==> config.mk <==
export PLATFORM = sky130hd
export DESIGN_NAME = draw_list_payload_parser
export DESIGN_NICKNAME = d
export VERILOG_FILES = /design/src/hdl/dlpp_pkg.sv /design/src/hdl/dlpp_front.sv /design/src/hdl/dlpp_fifo.sv /design/src/hdl/dlpp_back.sv /design/src/hdl/draw_list_payload_parser.sv
export SDC_FILE = /design/constraint.sdc
export NUM_CORES = 2
export LEC_CHECK = 0
export BUFFER_PORTS_ARGS = -buffer_cell sky130_fd_sc_hd__buf_2
export CELL_PAD_IN_SITES_DETAIL_PLACEMENT = 1
export CELL_PAD_IN_SITES_GLOBAL_PLACEMENT = 1
export CORE_AREA = 10 10 281 350
export DETAILED_ROUTE_END_ITERATION = 8
export DIE_AREA = 0 0 291 360
export GPL_ROUTABILITY_DRIVEN = 1
export PLACE_DENSITY_LB_ADDON = 0.1
export SLEW_MARGIN = 30
export SYNTH_ARGS = -nofsm -noshare
export SYNTH_HDL_FRONTEND = slang
export SYNTH_SLANG_ARGS = --single-unit
==> constraint.sdc <==
create_clock -name clk_i -period 16.8 [get_ports clk_i]
set_clock_uncertainty 0.1 [all_clocks]
set_input_delay 0 -clock clk_i [delete_from_list [all_inputs] [get_ports clk_i]]
set_output_delay 0 -clock clk_i [all_outputs]
set_load 0.005 [all_outputs]
==> src/hdl/dlpp_pkg.sv <==
// Types, codes and constants of the draw-list payload parser.
`timescale 1ns / 1ps
`default_nettype none

package dlpp_pkg;

  localparam int LIST_CAPACITY = 32;
  localparam int QueueDepth    = 4;
  localparam int QPtrWidth     = $clog2(QueueDepth);
  localparam int CfgIndexWidth = 3;
  localparam int ReasonWidth   = 3;

  typedef enum logic [2:0] {
    PH_IDLE,
    PH_TAG,
    PH_FIELDS,
    PH_STRING,
    PH_DONE
  } phase_e;

  typedef enum logic [1:0] {
    K_RECORD = 2'd0,
    K_WRITE  = 2'd1,
    K_ACCEPT = 2'd2,
    K_REJECT = 2'd3
  } kind_e;

  typedef enum logic [2:0] {
    T_TEXT   = 3'd0,
    T_CLOCK  = 3'd1,
    T_HAND   = 3'd2,
    T_LINE   = 3'd3,
    T_CIRCLE = 3'd4
  } item_type_e;

  typedef enum logic [ReasonWidth-1:0] {
    R_LIST_LONG = 3'd0,
    R_TRUNC     = 3'd1,
    R_ARENA     = 3'd2,
    R_HAND_SRC  = 3'd3,
    R_TAG       = 3'd4,
    R_NO_ARENA  = 3'd5
  } reason_e;

  typedef enum logic [CfgIndexWidth-1:0] {
    CFG_TEXT_TAG   = 3'd0,
    CFG_CLOCK_TAG  = 3'd1,
    CFG_HAND_TAG   = 3'd2,
    CFG_LINE_TAG   = 3'd3,
    CFG_CIRCLE_TAG = 3'd4,
    CFG_ARENA_CAP  = 3'd5
  } cfg_idx_e;

  typedef struct packed {
    logic [7:0]  data_byte;
    logic        first;
    logic [15:0] payload_length;
  } in_item_t;

  typedef struct packed {
    kind_e              kind;
    logic [2:0]         item_type;
    logic signed [15:0] coord_a;
    logic signed [15:0] coord_b;
    logic signed [15:0] coord_c;
    logic signed [15:0] coord_d;
    logic [15:0]        address;
    logic [7:0]         text_length;
    logic [7:0]         value;
    logic               last;
  } out_item_t;

  typedef struct packed {
    logic [2:0]  item_type;
    logic [15:0] coord_a;
    logic [15:0] coord_b;
    logic [15:0] coord_c;
    logic [15:0] coord_d;
    logic [15:0] address;
    logic [7:0]  text_length;
    logic [7:0]  value;
  } rec_t;

  // mask bit 0: string byte write, 1: terminating zero, 2: record, 3: status
  typedef struct packed {
    logic [3:0]  mask;
    logic [15:0] wr_byte_addr;
    logic [7:0]  wr_byte_val;
    logic [15:0] wr_zero_addr;
    rec_t        rec;
    logic        status_ok;
    reason_e     reason;
  } job_t;

endpackage

`default_nettype wire

==> src/hdl/dlpp_front.sv <==
// Front end: byte intake, configuration registers and parse state.
`timescale 1ns / 1ps
`default_nettype none

module dlpp_front import dlpp_pkg::*; (
  input  logic                     clk_i,
  input  logic                     rst_ni,
  input  logic                     in_valid_i,
  output logic                     in_ready_o,
  input  in_item_t                 in_data_i,
  input  logic                     cfg_valid_i,
  output logic                     cfg_ready_o,
  input  logic [CfgIndexWidth-1:0] cfg_index_i,
  input  logic [15:0]              cfg_data_i,
  input  logic                     queue_full_i,
  output logic                     push_o,
  output job_t                     push_data_o
);

  logic [7:0]  text_tag_q, clock_tag_q, hand_tag_q, line_tag_q, circle_tag_q;
  logic [15:0] arena_cap_q;

  phase_e           phase_q, phase_d;
  logic [3:0]       fidx_q, fidx_d;
  logic [2:0]       type_q, type_d;
  logic [3:0][15:0] coord_q, coord_d;
  logic [7:0]       slen_q, slen_d;
  logic [7:0]       sidx_q, sidx_d;
  logic [15:0]      base_q, base_d;
  logic [15:0]      bytes_left_q, bytes_left_d;
  logic [7:0]       items_left_q, items_left_d;
  logic [15:0]      arena_used_q, arena_used_d;

  logic        acc;
  logic [7:0]  byte_v;
  logic [15:0] bl_dec;
  logic        tag_hit;
  logic [2:0]  tag_type;
  logic [3:0]  need;
  logic [3:0]  nc;
  logic [16:0] arena_sum;

  logic        do_status, status_ok;
  reason_e     status_reason;
  logic        do_item_done, go_string;
  logic [7:0]  item_val;
  logic        do_wr_byte, do_wr_zero;
  logic [15:0] wr_byte_addr, wr_zero_addr;
  logic        wide_type, str_type;

  assign in_ready_o  = !queue_full_i;
  assign cfg_ready_o = 1'b1;
  assign acc         = in_valid_i && in_ready_o;
  assign byte_v      = in_data_i.data_byte;
  assign bl_dec      = bytes_left_q - 16'd1;
  assign arena_sum   = {1'b0, arena_used_q} + {9'b0, byte_v} + 17'd1;
  assign wide_type   = (type_q == T_HAND) || (type_q == T_LINE);
  assign str_type    = (type_q == T_TEXT) || (type_q == T_CLOCK);
  assign nc          = wide_type ? 4'd8 : 4'd6;

  always_comb begin
    tag_hit  = 1'b1;
    tag_type = T_TEXT;
    if (byte_v == text_tag_q) begin
      tag_type = T_TEXT;
    end else if (byte_v == clock_tag_q) begin
      tag_type = T_CLOCK;
    end else if (byte_v == hand_tag_q) begin
      tag_type = T_HAND;
    end else if (byte_v == line_tag_q) begin
      tag_type = T_LINE;
    end else if (byte_v == circle_tag_q) begin
      tag_type = T_CIRCLE;
    end else begin
      tag_hit = 1'b0;
    end
    case (tag_type)
      T_TEXT, T_CLOCK: need = 4'd7;
      T_HAND:          need = 4'd9;
      T_LINE:          need = 4'd8;
      default:         need = 4'd6;
    endcase
  end

  // Parse datapath and result decisions
  always_comb begin
    fidx_d        = fidx_q;
    type_d        = type_q;
    coord_d       = coord_q;
    slen_d        = slen_q;
    sidx_d        = sidx_q;
    base_d        = base_q;
    bytes_left_d  = bytes_left_q;
    items_left_d  = items_left_q;
    arena_used_d  = arena_used_q;
    do_status     = 1'b0;
    status_ok     = 1'b0;
    status_reason = R_LIST_LONG;
    do_item_done  = 1'b0;
    go_string     = 1'b0;
    item_val      = 8'd0;
    do_wr_byte    = 1'b0;
    do_wr_zero    = 1'b0;
    wr_byte_addr  = 16'd0;
    wr_zero_addr  = 16'd0;
    if (acc) begin
      if (in_data_i.first) begin
        fidx_d       = 4'd0;
        type_d       = T_TEXT;
        coord_d      = '0;
        slen_d       = 8'd0;
        sidx_d       = 8'd0;
        base_d       = 16'd0;
        items_left_d = 8'd0;
        arena_used_d = 16'd0;
        bytes_left_d = 16'd0;
        if (in_data_i.payload_length == 16'd0) begin
          do_status     = 1'b1;
          status_reason = R_TRUNC;
        end else if (arena_cap_q == 16'd0) begin
          do_status     = 1'b1;
          status_reason = R_NO_ARENA;
        end else begin
          bytes_left_d = in_data_i.payload_length - 16'd1;
          if (byte_v > 8'(LIST_CAPACITY)) begin
            do_status     = 1'b1;
            status_reason = R_LIST_LONG;
          end else if (byte_v == 8'd0) begin
            do_status = 1'b1;
            status_ok = 1'b1;
          end else if (bytes_left_d == 16'd0) begin
            do_status     = 1'b1;
            status_reason = R_TRUNC;
          end else begin
            items_left_d = byte_v;
          end
        end
      end else begin
        case (phase_q)
          PH_TAG: begin
            bytes_left_d = bl_dec;
            if (!tag_hit) begin
              do_status     = 1'b1;
              status_reason = R_TAG;
            end else begin
              type_d = tag_type;
              if (bl_dec < {12'd0, need}) begin
                do_status     = 1'b1;
                status_reason = R_TRUNC;
              end else begin
                coord_d = '0;
                fidx_d  = 4'd0;
              end
            end
          end
          PH_FIELDS: begin
            bytes_left_d = bl_dec;
            if (fidx_q < nc) begin
              if (fidx_q[0]) begin
                coord_d[fidx_q[2:1]][15:8] = byte_v;
              end else begin
                coord_d[fidx_q[2:1]][7:0] = byte_v;
              end
              fidx_d = fidx_q + 4'd1;
              if ((fidx_d == nc) && (type_q >= T_LINE)) begin
                do_item_done = 1'b1;
              end
            end else if (type_q == T_HAND) begin
              if (byte_v > 8'd2) begin
                do_status     = 1'b1;
                status_reason = R_HAND_SRC;
              end else begin
                do_item_done = 1'b1;
                item_val     = byte_v;
              end
            end else begin
              if (bl_dec < {8'd0, byte_v}) begin
                do_status     = 1'b1;
                status_reason = R_TRUNC;
              end else if (arena_sum > {1'b0, arena_cap_q}) begin
                do_status     = 1'b1;
                status_reason = R_ARENA;
              end else begin
                base_d       = arena_used_q;
                arena_used_d = arena_sum[15:0];
                slen_d       = byte_v;
                sidx_d       = 8'd0;
                if (byte_v == 8'd0) begin
                  do_wr_zero   = 1'b1;
                  wr_zero_addr = arena_used_q;
                  do_item_done = 1'b1;
                end else begin
                  go_string = 1'b1;
                end
              end
            end
          end
          PH_STRING: begin
            bytes_left_d = bl_dec;
            do_wr_byte   = 1'b1;
            wr_byte_addr = base_q + {8'd0, sidx_q};
            sidx_d       = sidx_q + 8'd1;
            if (sidx_d == slen_q) begin
              do_wr_zero   = 1'b1;
              wr_zero_addr = base_q + {8'd0, slen_q};
              do_item_done = 1'b1;
            end
          end
          default: ;
        endcase
        if (do_item_done) begin
          items_left_d = items_left_q - 8'd1;
          if (items_left_d == 8'd0) begin
            do_status = 1'b1;
            status_ok = 1'b1;
          end else if (bytes_left_d == 16'd0) begin
            do_status     = 1'b1;
            status_reason = R_TRUNC;
          end
        end
      end
    end
  end

  // Next parse phase
  always_comb begin
    phase_d = phase_q;
    if (acc) begin
      if (do_status) begin
        phase_d = PH_DONE;
      end else if (in_data_i.first || do_item_done) begin
        phase_d = PH_TAG;
      end else begin
        case (phase_q)
          PH_TAG:    phase_d = PH_FIELDS;
          PH_FIELDS: if (go_string) phase_d = PH_STRING;
          default:   ;
        endcase
      end
    end
  end

  // Job for the back end
  always_comb begin
    push_data_o                  = '0;
    push_data_o.mask             = {do_status, do_item_done, do_wr_zero, do_wr_byte};
    push_data_o.wr_byte_addr     = wr_byte_addr;
    push_data_o.wr_byte_val      = byte_v;
    push_data_o.wr_zero_addr     = wr_zero_addr;
    push_data_o.rec.item_type    = type_q;
    push_data_o.rec.coord_a      = coord_d[0];
    push_data_o.rec.coord_b      = coord_d[1];
    push_data_o.rec.coord_c      = coord_d[2];
    push_data_o.rec.coord_d      = wide_type ? coord_d[3] : 16'd0;
    push_data_o.rec.address      = str_type ? base_d : 16'd0;
    push_data_o.rec.text_length  = str_type ? slen_d : 8'd0;
    push_data_o.rec.value        = item_val;
    push_data_o.status_ok        = status_ok;
    push_data_o.reason           = status_reason;
    push_o = acc && (do_status || do_item_done || do_wr_zero || do_wr_byte);
  end

  always_ff @(posedge clk_i or negedge rst_ni) begin
    if (!rst_ni) begin
      text_tag_q   <= 8'd0;
      clock_tag_q  <= 8'd1;
      hand_tag_q   <= 8'd2;
      line_tag_q   <= 8'd3;
      circle_tag_q <= 8'd4;
      arena_cap_q  <= 16'd1024;
    end else if (cfg_valid_i && cfg_ready_o) begin
      case (cfg_idx_e'(cfg_index_i))
        CFG_TEXT_TAG:   text_tag_q   <= cfg_data_i[7:0];
        CFG_CLOCK_TAG:  clock_tag_q  <= cfg_data_i[7:0];
        CFG_HAND_TAG:   hand_tag_q   <= cfg_data_i[7:0];
        CFG_LINE_TAG:   line_tag_q   <= cfg_data_i[7:0];
        CFG_CIRCLE_TAG: circle_tag_q <= cfg_data_i[7:0];
        CFG_ARENA_CAP:  arena_cap_q  <= cfg_data_i;
        default:        ;
      endcase
    end
  end

  always_ff @(posedge clk_i or negedge rst_ni) begin
    if (!rst_ni) begin
      phase_q      <= PH_IDLE;
      fidx_q       <= 4'd0;
      type_q       <= T_TEXT;
      coord_q      <= '0;
      slen_q       <= 8'd0;
      sidx_q       <= 8'd0;
      base_q       <= 16'd0;
      bytes_left_q <= 16'd0;
      items_left_q <= 8'd0;
      arena_used_q <= 16'd0;
    end else begin
      phase_q      <= phase_d;
      fidx_q       <= fidx_d;
      type_q       <= type_d;
      coord_q      <= coord_d;
      slen_q       <= slen_d;
      sidx_q       <= sidx_d;
      base_q       <= base_d;
      bytes_left_q <= bytes_left_d;
      items_left_q <= items_left_d;
      arena_used_q <= arena_used_d;
    end
  end

endmodule

`default_nettype wire

==> src/hdl/dlpp_fifo.sv <==
// Job queue between the front end and the back end.
`timescale 1ns / 1ps
`default_nettype none

module dlpp_fifo import dlpp_pkg::*; (
  input  logic clk_i,
  input  logic rst_ni,
  input  logic push_i,
  input  job_t push_data_i,
  output logic full_o,
  input  logic pop_i,
  output job_t head_o,
  output logic empty_o
);

  job_t                 mem_q [QueueDepth];
  logic [QPtrWidth-1:0] wr_ptr_q, rd_ptr_q;
  logic [QPtrWidth:0]   count_q;
  logic                 do_push, do_pop;

  assign full_o  = (count_q == (QPtrWidth+1)'(QueueDepth));
  assign empty_o = (count_q == '0);
  assign head_o  = mem_q[rd_ptr_q];
  assign do_push = push_i && !full_o;
  assign do_pop  = pop_i && !empty_o;

  always_ff @(posedge clk_i) begin
    if (do_push) begin
      mem_q[wr_ptr_q] <= push_data_i;
    end
  end

  always_ff @(posedge clk_i or negedge rst_ni) begin
    if (!rst_ni) begin
      wr_ptr_q <= '0;
      rd_ptr_q <= '0;
      count_q  <= '0;
    end else begin
      if (do_push) begin
        wr_ptr_q <= wr_ptr_q + QPtrWidth'(1);
      end
      if (do_pop) begin
        rd_ptr_q <= rd_ptr_q + QPtrWidth'(1);
      end
      case ({do_push, do_pop})
        2'b10:   count_q <= count_q + (QPtrWidth+1)'(1);
        2'b01:   count_q <= count_q - (QPtrWidth+1)'(1);
        default: ;
      endcase
    end
  end

endmodule

`default_nettype wire

==> src/hdl/dlpp_back.sv <==
// Back end: expand queued jobs into results through an output register.
`timescale 1ns / 1ps
`default_nettype none

module dlpp_back import dlpp_pkg::*; (
  input  logic      clk_i,
  input  logic      rst_ni,
  input  job_t      head_i,
  input  logic      empty_i,
  output logic      pop_o,
  output logic      out_valid_o,
  input  logic      out_ready_i,
  output out_item_t out_data_o
);

  job_t       cur_q, sel_job;
  logic [3:0] mask_q, sel_mask, pick, rest;
  logic       use_head, out_free, fire;
  out_item_t  out_q;
  logic       out_valid_q;

  function automatic out_item_t make_result(job_t j, logic [3:0] sel, logic fin);
    out_item_t r;
    r = '0;
    if (sel[0]) begin
      r.kind    = K_WRITE;
      r.address = j.wr_byte_addr;
      r.value   = j.wr_byte_val;
    end else if (sel[1]) begin
      r.kind    = K_WRITE;
      r.address = j.wr_zero_addr;
    end else if (sel[2]) begin
      r.kind        = K_RECORD;
      r.item_type   = j.rec.item_type;
      r.coord_a     = j.rec.coord_a;
      r.coord_b     = j.rec.coord_b;
      r.coord_c     = j.rec.coord_c;
      r.coord_d     = j.rec.coord_d;
      r.address     = j.rec.address;
      r.text_length = j.rec.text_length;
      r.value       = j.rec.value;
    end else begin
      r.kind  = j.status_ok ? K_ACCEPT : K_REJECT;
      r.value = j.status_ok ? 8'd0 : {{(8-ReasonWidth){1'b0}}, j.reason};
    end
    r.last = fin;
    return r;
  endfunction

  always_comb begin
    use_head = (mask_q == 4'd0);
    sel_job  = use_head ? head_i : cur_q;
    sel_mask = use_head ? (empty_i ? 4'd0 : head_i.mask) : mask_q;
    out_free = !out_valid_q || out_ready_i;
    fire     = out_free && (sel_mask != 4'd0);
    pick     = sel_mask & (~sel_mask + 4'd1);
    rest     = sel_mask & ~pick;
    pop_o    = fire && use_head;
  end

  always_ff @(posedge clk_i or negedge rst_ni) begin
    if (!rst_ni) begin
      mask_q      <= 4'd0;
      out_valid_q <= 1'b0;
    end else if (fire) begin
      mask_q      <= rest;
      out_valid_q <= 1'b1;
    end else if (out_ready_i) begin
      out_valid_q <= 1'b0;
    end
  end

  always_ff @(posedge clk_i) begin
    if (fire) begin
      cur_q <= sel_job;
      out_q <= make_result(sel_job, pick, rest == 4'd0);
    end
  end

  assign out_valid_o = out_valid_q;
  assign out_data_o  = out_q;

endmodule

`default_nettype wire

==> src/hdl/draw_list_payload_parser.sv <==
// Top level of the draw-list payload parser.
//
//   channel  | handshake                 | payload
//   ---------+---------------------------+-------------------------------------
//   in       | in_valid_i / in_ready_o   | in_data_i   (data_byte, first, length)
//   out      | out_valid_o / out_ready_i | out_data_o  (kind .. last)
//   cfg      | cfg_valid_i / cfg_ready_o | cfg_index_i, cfg_data_i
//
// The front end parses one byte per cycle while its four-entry job queue is not full and
// hands its results to that queue; the back end emits one result per cycle unless
// out_ready_i holds it; a byte yields no result or up to four, four only at a string end.
// in_ready_o drops only while the job queue is full; cfg_ready_o is always high.
// Reset is asynchronous and active low; no clearing pass follows it.
`timescale 1ns / 1ps
`default_nettype none

module draw_list_payload_parser import dlpp_pkg::*; (
  input  logic                     clk_i,
  input  logic                     rst_ni,
  input  logic                     in_valid_i,
  output logic                     in_ready_o,
  input  in_item_t                 in_data_i,
  output logic                     out_valid_o,
  input  logic                     out_ready_i,
  output out_item_t                out_data_o,
  input  logic                     cfg_valid_i,
  output logic                     cfg_ready_o,
  input  logic [CfgIndexWidth-1:0] cfg_index_i,
  input  logic [15:0]              cfg_data_i
);

  logic push, full, pop, empty;
  job_t push_data, head;

  dlpp_front u_front (
    .clk_i        (clk_i),
    .rst_ni       (rst_ni),
    .in_valid_i   (in_valid_i),
    .in_ready_o   (in_ready_o),
    .in_data_i    (in_data_i),
    .cfg_valid_i  (cfg_valid_i),
    .cfg_ready_o  (cfg_ready_o),
    .cfg_index_i  (cfg_index_i),
    .cfg_data_i   (cfg_data_i),
    .queue_full_i (full),
    .push_o       (push),
    .push_data_o  (push_data)
  );

  dlpp_fifo u_fifo (
    .clk_i       (clk_i),
    .rst_ni      (rst_ni),
    .push_i      (push),
    .push_data_i (push_data),
    .full_o      (full),
    .pop_i       (pop),
    .head_o      (head),
    .empty_o     (empty)
  );

  dlpp_back u_back (
    .clk_i       (clk_i),
    .rst_ni      (rst_ni),
    .head_i      (head),
    .empty_i     (empty),
    .pop_o       (pop),
    .out_valid_o (out_valid_o),
    .out_ready_i (out_ready_i),
    .out_data_o  (out_data_o)
  );

endmodule

`default_nettype wire

==> summary by stage <==
Status
The flow ran to the end, and the final reports show no timing, DRC or antenna violations.

Timing
The time the final worst path needs with I/O delays and setup is between 7 and 8 ns. Adding up every negative setup slack in the final design gives 0 ns. Setup repair after global routing left no endpoint under its margin. Final hold analysis gives a worst-case slack of 0.0421 ns.

The worst-margin pin slew is around 1.0 ns. Setup violations remaining at the end of the flow were counted as 0. The final clock period utilization by the worst path is 43.9%. The number of max-slew violations in the final report came to 0. Measured against its own limit, the worst slew margin works out to ~30%.

The final hold violation count is 0. The highest clock rate is between 0.1 and 0.15 GHz.

Layout
Cells with a size suffix above 1 make up between 20% and 30% of the layout. Relative to the synthesized area, the layout overhead comes to 14.4%. The filler cells instantiated in the layout total about 8500. The net total in the final layout is roughly 3200. Leaving out filler cells and counting taps, the final layout contains between 4000 and 5000. Summing all non-filler instances in the final layout gives an area of roughly 0.052 mm².

Yosys
The most used flip-flop cell after synthesis is sky130_fd_sc_hd__edfxtp_1. By count the netlist is led by sky130_fd_sc_hd__edfxtp_1 (833), sky130_fd_sc_hd__dfrtp_1 (207), sky130_fd_sc_hd__mux2_2 (200). The post-synthesis average cell area is 15.9 µm². The biggest area contributor in the post-synthesis netlist is sky130_fd_sc_hd__edfxtp_1. Ranked by total cell area, the synthesized netlist is headed by sky130_fd_sc_hd__edfxtp_1 (55%), sky130_fd_sc_hd__dfrtp_1 (11%), sky130_fd_sc_hd__mux4_2 (7.3%). The count of flip-flops with a built-in enable after synthesis is ~830. After synthesis the netlist holds a flip-flop and latch count of between 1000 and 1500. The cell area that synthesis handed to floorplanning was ~0.045 mm². The proportion of netlist area held by the largest area contributor is between 50% and 60%. The sequential-to-total area share from yosys stat is between 60% and 70%. Among all cell types in the netlist, the one instantiated most often is sky130_fd_sc_hd__edfxtp_1. During synthesis, Yosys emitted a total of 0 warnings. Counting every instance in the synthesized netlist gives 2851.

After synthesis, the share of flip-flops with an asynchronous set or reset is approximately a fifth. After synthesis, the netlist uses just under 100 different library cells.

Pwr
In this run the static leakage power is 18.7 nW. In this run the power density over the cells is ~180 mW/mm². VDD sags by at most 155 µV. The overall power of the completed layout is slightly above 9 mW.

Worst setup path
In this run the worst path has a maximum fanout of 68. The startpoint of the worst register-to-register path is u_front.arena_used_q[1]$_DFFE_PN0P_. The launching element type of the critical path is a primary input.

The worst setup path is captured at a register. For the worst flop-to-flop path, the logic depth is 22. The master of the slowest instance on the critical path is sky130_fd_sc_hd__a21oi_1.

Walking the worst path, the cells encountered are dlygate4sd3_1, buf_2, inv_1, ha_1, inv_1, fa_1, a211oi_1, o21bai_1, a21oi_1, o21bai_1, a211oi_1, nor2_1, ha_1, nand4_1, inv_1, a2111oi_0, o311ai_0, a21oi_1, a31oi_4, a21oi_1, o31a_4, and2_4, buf_4, buf_6. Data arrives at the worst endpoint at ~7.6 ns. The capturing point of the worst reg2reg path is u_fifo.mem_q[3][117]$_DFFE_PP_. Across all register-to-register paths, the minimum setup slack is approximately 9.4 ns.

The maximum single-stage delay on the critical path is between 0.8 and 0.9 ns. The startpoint-to-endpoint class of the critical path is primary input to register. The critical path capture point is u_fifo.mem_q[3][117]$_DFFE_PP_.

The worst path required time is about 17 ns. The first element of the critical path is in_data_i[17].

Placement
After legalization and detailed placement, the total HPWL measured 72.3 mm. The placed instances occupy a cell area of around 0.047 mm². The number of I/O port buffers is 152. The number of instances in the placed design is between 4000 and 5000. The last weighted congestion value of the routability-driven placer is approximately 0.87.

Detailed routing
The final wirelength is 113 mm. The first-pass detailed-route iteration total is 5. The detail route stage leaves a number of antenna-violating nets equal to 0. The detailed router's first-iteration violation count is approximately 1900. The detail-routed via count per cell is between 5 and 6. For this run, design rule violations remaining after detail routing come to 0.

After detailed routing, the average wire length per cell comes to roughly 26 µm. The via count is between 20000 and 30000.

Floorplanning
between 150 and 200 I/O pins were placed. The number of core rows is around 120. The overall die width is 291 µm. The die covers ~0.10 mm². The die is 360 µm tall. The effective utilization at floorplan is 49.7%. The core region area is between 0.09 and 0.1 mm².

Global route
The overall overflow remaining after global route is 0. The layer carrying the most global-route usage is met2. The first global-routing pass estimated between 150 and 200 mm of wire. The met1 capacity usage during global routing is a little over a quarter.

The met3 demand-to-capacity share in global routing is roughly 3.7%. In the global route stage, met2 resource usage came out at 37.5%. The overall track demand over capacity in global routing is between 20% and 30%. The number of antenna violations at the first check in global routing came to 4. The maximum number of pins on one net before global-route repair is around 140.

The via count of the first global-routing pass is 29000.

Clock tree
The source-to-sink clock delay at the later pin of the worst-skew pair is approximately 0.68 ns. The maximum level of the CTS H-tree is 3. The clock drives approximately 1000 sinks. The number of buffers added by the clock tree synthesis step is a little over 100. The maximum buffer depth of the clock tree is 3. The clock tree from TritonCTS is yes. After clock tree synthesis, the clock-pin slew on the worst setup and hold paths is approximately 0.060 ns. The buffer type at the clock tree root is sky130_fd_sc_hd__clkbuf_16.

Min path
The path class of the lowest-slack min-delay path is primary input to register.

Job
The number of maximum-capacitance constraint violations is 0.
where the power goes:
group | leakage [nW] | switching (mW) | internal (mW)
clock | 1.63 | 0.975 | 1.32
combinational | 6.31 | 1.62 | 1.27
sequential | 10.7 | 0.269 | 3.66
total | 18.7 | 2.87 | 6.24
per-layer routing:
metal  wire length, µm  up-vias  share of wire, %
met2             57600      628                51
met5                51        -             0.045
li1                  -    11600                 -
met4              3430        8               3.0
met3              5320      189               4.7
met1             47100    13800                42
cell usage in the layout (no fill, tap or decap), types with 71 or more instances in the layout:
cell,Yosys,final
sky130_fd_sc_hd__dfrtp_1,207,205
sky130_fd_sc_hd__nand2_1,101,100
sky130_fd_sc_hd__edfxtp_1,833,833
sky130_fd_sc_hd__nor2b_1,83,83
sky130_fd_sc_hd__inv_1,71,71
sky130_fd_sc_hd__nor2_1,124,121
sky130_fd_sc_hd__xnor2_1,89,89
sky130_fd_sc_hd__dlygate4sd3_1,0,91
sky130_fd_sc_hd__mux4_2,147,147
sky130_fd_sc_hd__clkbuf_16,0,105
sky130_fd_sc_hd__buf_2,21,151
sky130_fd_sc_hd__o21ai_0,97,97
sky130_fd_sc_hd__mux2_2,200,200
sky130_fd_sc_hd__a22o_1,108,108
registers in the layout (all words and copies together) (netlist names), 16 cells and up:
name	count
u_front.base_q	16
u_front.arena_used_q	16
u_front.coord_q	64
u_back.cur_q	143
u_back.out_data_o	102
u_fifo.mem_q	588
u_front.bytes_left_q	16
u_front.arena_cap_q	16
critical path: cells and delay by family:
kind | cells | cell delay [ns]
fa+ha+maj | 3 | 0.91
compound gates | 11 | 3.17
buf+inv | 7 | 2.76
simple gates | 3 | 0.64
kinds of logic (layout without fill, tap and decap cells):
family          after synthesis  in the layout  synth area share [%]
other cells                   2             27                0.0166
simple gates                532            532                  6.16
flops                      1046           1046                  67.0
buf+inv                     236            554                  2.04
compound gates              489            489                  7.98
fa+ha+maj                    70             70                  1.99
xor+xnor                    118            118                  2.28
mux                         358            358                  12.5
stage by stage:
stage	utilization, %	worst slack (ns)
global placement	52.0	9.06
global route	56.8	8.87
finish	56.8	9.42
detailed placement	52.1	9.30
floorplan	-	3.18
CTS	56.8	9.42
area by class of cell:
cell class / instances / area (µm²) / share of cell area, %
Timing Repair Buffer: 291 / 2140 / 4.12
Clock inverter: 48 / 520 / 1.00
Tap cell: 1197 / 1500 / 2.89
Sequential cell: 1046 / 30400 / 58.6
Multi-Input combinational cell: 1592 / 14200 / 27.4
Antenna cell: 2 / 5.00 / 0.00966
Clock buffer: 143 / 2840 / 5.48
Inverter: 72 / 270 / 0.522
timing repair:
action | in CTS | in global routing
hold buffers | 92 | 0
setup endpoints to repair | 0 | 0
buffers inserted | 0 | 0
endpoints found under the hold margin | 247 | 0
gates resized for setup | 0 | 0
worst min path at each step:
stage | from | to | slack, ns | cells after the start
floorplan | rst_ni | u_back.mask_q[1]$_DFFE_PN0P_ | -0.40 | 0
global placement | rst_ni | u_front.bytes_left_q[2]$_DFFE_PN0P_ | -0.006 | 1
detailed placement | rst_ni | u_front.bytes_left_q[4]$_DFFE_PN0P_ | 0.003 | 1
CTS | in_data_i[21] | u_fifo.mem_q[2][123]$_DFFE_PP_ | 0.002 | 2
global route | in_data_i[21] | u_fifo.mem_q[2][123]$_DFFE_PP_ | 0.009 | 2
finish | cfg_index_i[0] | u_front.line_tag_q[0]$_DFFE_PN1P_ | 0.04 | 3
Power figures use the tool's default switching activity.
